==> config.mk <==
export PLATFORM = sky130hd
export DESIGN_NAME = bfa_modunit
export DESIGN_NICKNAME = d
export VERILOG_FILES = /design/src/rtl/core/bfa_pkg.sv /design/src/rtl/core/bfa_modunit.sv
export SDC_FILE = /design/constraint.sdc
export NUM_CORES = 1
export LEC_CHECK = 0
export BUFFER_PORTS_ARGS = -buffer_cell sky130_fd_sc_hd__buf_2
export CAP_MARGIN = 10
export CORE_ASPECT_RATIO = 0.75
export CORE_MARGIN = 1
export CORE_UTILIZATION = 50
export DETAILED_ROUTE_END_ITERATION = 12
export PLACE_DENSITY = 0.82
export SLEW_MARGIN = 20
export SYNTH_ARGS = -nofsm -noshare
export SYNTH_HDL_FRONTEND = slang
export SYNTH_SLANG_ARGS = --single-unit
==> constraint.sdc <==
create_clock -name vclk -period 5.79
set_input_delay 0.8685 -clock vclk [all_inputs]
set_output_delay 0.8685 -clock vclk [all_outputs]
set_load 0.02 [all_outputs]
==> src/rtl/core/bfa_pkg.sv <==
// bfa_pkg: shared constants and types of the bloom filter with adler-32 key hash
// no dependencies; used by bfa_modunit and bloom_filter_adler32_top
`timescale 1ns / 1ps
`default_nettype none
package bfa_pkg;

  localparam int CHUNK_BITS_DEF   = 16;
  localparam int NUM_PROBES_DEF   = 2;
  localparam int FILTER_BYTES_DEF = 8192;

  localparam int          SUM_W      = 16;
  localparam logic [15:0] ADLER_MOD  = 16'd65521;
  localparam logic [31:0] SALT_RESET = 32'd1;

  localparam logic ACT_ADD   = 1'b0;
  localparam logic ACT_QUERY = 1'b1;

  // operands of the shared add / compare-subtract unit
  typedef struct packed {
    logic [SUM_W-1:0] a;
    logic [SUM_W-1:0] b;
    logic [SUM_W-1:0] m;
  } bfa_op_t;

endpackage
`default_nettype wire

==> src/rtl/core/bfa_modunit.sv <==
// bfa_modunit: shared arithmetic unit, r = (a + b) >= m ? a + b - m : a + b
// depends on bfa_pkg (operand struct, sum width)
`timescale 1ns / 1ps
`default_nettype none
module bfa_modunit (
  input  var bfa_pkg::bfa_op_t          op,
  output logic [bfa_pkg::SUM_W-1:0]     res
);

  logic [bfa_pkg::SUM_W:0] sum;
  logic [bfa_pkg::SUM_W:0] diff;

  always_comb begin
    sum  = {1'b0, op.a} + {1'b0, op.b};
    diff = sum - {1'b0, op.m};
    // single correction: callers keep a + b below twice m
    if (sum >= {1'b0, op.m}) begin
      res = diff[bfa_pkg::SUM_W-1:0];
    end else begin
      res = sum[bfa_pkg::SUM_W-1:0];
    end
  end

endmodule
`default_nettype wire

==> impl_metrics.toml <==
[placed_design]
gp_congestion = 0.861
io_buffers = 64
dp_hpwl_mm = 3.44
dp_cells = 337

[synth]
yosys_warnings = 0
synth_top_family_by_area = "compound AO/OA/AOI/OAI gates"
yosysMostFrequentCell = "ha_1"
synth_top_area_cell = "ha_1"
seq_area_frac_synth_pct = 0
avgSynthCellArea_um2 = 7.51
synthAdderAreaFrac_pct = 25.3
synth_area_um2 = 1740
synth_cell_types = 44
synth_nets = 314
synthXorXnorAreaFrac_pct = 12.1
yosys-top-cells-count = "ha_1, a21oi_1, inv_1, o21ai_0, xnor2_1"
synthTopCellsByArea = "ha_1, a21oi_1, xnor2_1"
synthCells = 232
synth_compound_area_share_pct = 29.4
synth_top_area_share_pct = 23.0
synth_mux_area_share_pct = 10.2
synthSimpleGateAreaFrac_pct = 15.7

[timing]
layout_min_cycle_time_ps = 5670
slew_headroom_pct = 72.0
fin_crit_sh_pct = 97.9
max_freq_ghz = 0.176
hold_viol_final = 0
setup_viol = 0
tightest_slew_ps = 415
drv_slew = 0

[layout]
area_growth_syn_to_layout_pct = 29.6
seq_cell_count = 0
fill_cells = 292
drive_above_1_share_pct = 34.0
antenna_cells = 0
utilization_pct = 68.2
nets = 387
n_clock_buffer = 0
multi_input_area_um2 = 1700
stdcell_count = 343
regArea_um2 = 0

[critical_path]
cp_slowest_cell = "fa_2"
critPathMaxFanout = 6
end_kind = "output port"
path_delay_family = "compound AO/OA/AOI/OAI gates"
path_cells = "buf_2, ha_4, fa_2, a211oi_2, o21bai_1, a21oi_2, o21ai_1, a21oi_1, xnor2_1, ha_2, a21oi_4, o21ai_1, a311oi_2, a32oi_2, a221o_1, buf_6, buf_6, mux2_4, buf_2"
crit_arrival_ps = 4800
start_kind = "primary input"
critPathBufInv = 4
path_class = "in2out"
cpPeakStageDelay_ps = 390
required_ps = 4920

[detailed_routing]
wirelength_mm = 4.32
antenna_left = 0
drc_errors = 0
vias = 1895
viasPerCell = 5.52
drtPass1Iterations = 4
wire_per_inst_um = 12.6
drt-initial-drc-count = 51

[global_routing]
overflow = 0
grt_pass1_wl_mm = 6.53
grt_pass1_vias = 1580
antenna_found_initial = 0
grtUsageTotal_pct = 21.1
grt_start_max_net_pins = 10

[floorplan]
die_width_um = 70.2
row_count = 18
coreArea_um2 = 3310
start_util_pct = 52.6
io_pins = 64
fp.dieArea_um2 = 3730
fp.dieH_um = 53.1

[power]
p_leak_nw = 1.17
design_power_total_uw = 601
p_per_area_nw_per_um2 = 266
vdd_ir_drop_max_mv = 0.140

[run_status]
outcome = "completed"

[hold_path]
hold_class = "in2out"

[run]
drv_cap = 0
-- layer usage --
layer | part of all wire (%) | GRT usage, % | vias up
met5 | 0 | 0 | -
met4 | 0.44 | 2.00 | 0
met3 | 4.7 | 1.33 | 2
met2 | 45 | 35.9 | 58
met1 | 50 | 30.3 | 844
li1 | - | - | 991
-- worst min-delay path, cell delays in order --
cell	delay, ps
buf_2	80
ha_1	140
mux2i_1	60
buf_2	150
-- path summary, 6_finish.rpt --
path                  startpoint      end  cells after the start
worst max-delay path      op[16]  res[13]                     19
worst min-delay path       op[0]   res[0]                      4
-- logic make-up after synthesis --
group,after synthesis
and+or+nand+nor,52
buffers and inverters,28
adders and majority gates,34
muxes,14
AOI/OAI and AO/OA,80
xor gates and xnor gates,24
-- placed cells by master, fill, tap and decap left out, types with 4 or more instances in the layout --
cell,count
buf_2,63
ha_1,30
inv_1,26
a21oi_1,24
o21ai_0,17
xnor2_1,14
nor2_1,13
nand2_1,12
xor2_1,10
a21o_1,9
nor2b_1,6
mux2_4,6
mux2_2,6
buf_4,6
and2_1,4
-- power by group --
| part | total [mW] | switching [mW] | leakage (nW) | internal, mW |
|---|---|---|---|---|
| clock network | 0 | 0 | 0 | 0 |
| registers | 0 | 0 | 0 | 0 |
| logic | 0.601 | 0.322 | 1.17 | 0.278 |
| total | 0.601 | 0.322 | 1.17 | 0.278 |
-- through the flow --
step / TNS, ps / setup WS [ps] / instance area [um2] / hold WS [ps]
after floorplan: 0 / 464 / 1740 / 2020
after global placement: 0 / 59.3 / 2100 / 2170
after detailed placement: 0 / 8.61 / 2100 / 2180
after CTS: 0 / 71.5 / 2110 / 2180
after global routing: -163 / -37.2 / 2260 / 2210
final: 0 / 121 / 2260 / 2170
-- what timing repair did --
item / in CTS / in global routing
pin swaps: 0 / 15
gates resized for setup: 1 / 23
buffers inserted: 0 / 7
endpoints found under the setup margin: 1 / 15
hold buffers: 0 / 0
-- final cells by class --
cell class                      count  share of cell area, %
Inverter                           26                   4.32
Tap cell                           40                   2.22
Timing Repair Buffer               73                   18.3
Multi-Input combinational cell    204                   75.1
Note: power is estimated with default switching activity, not from simulation.
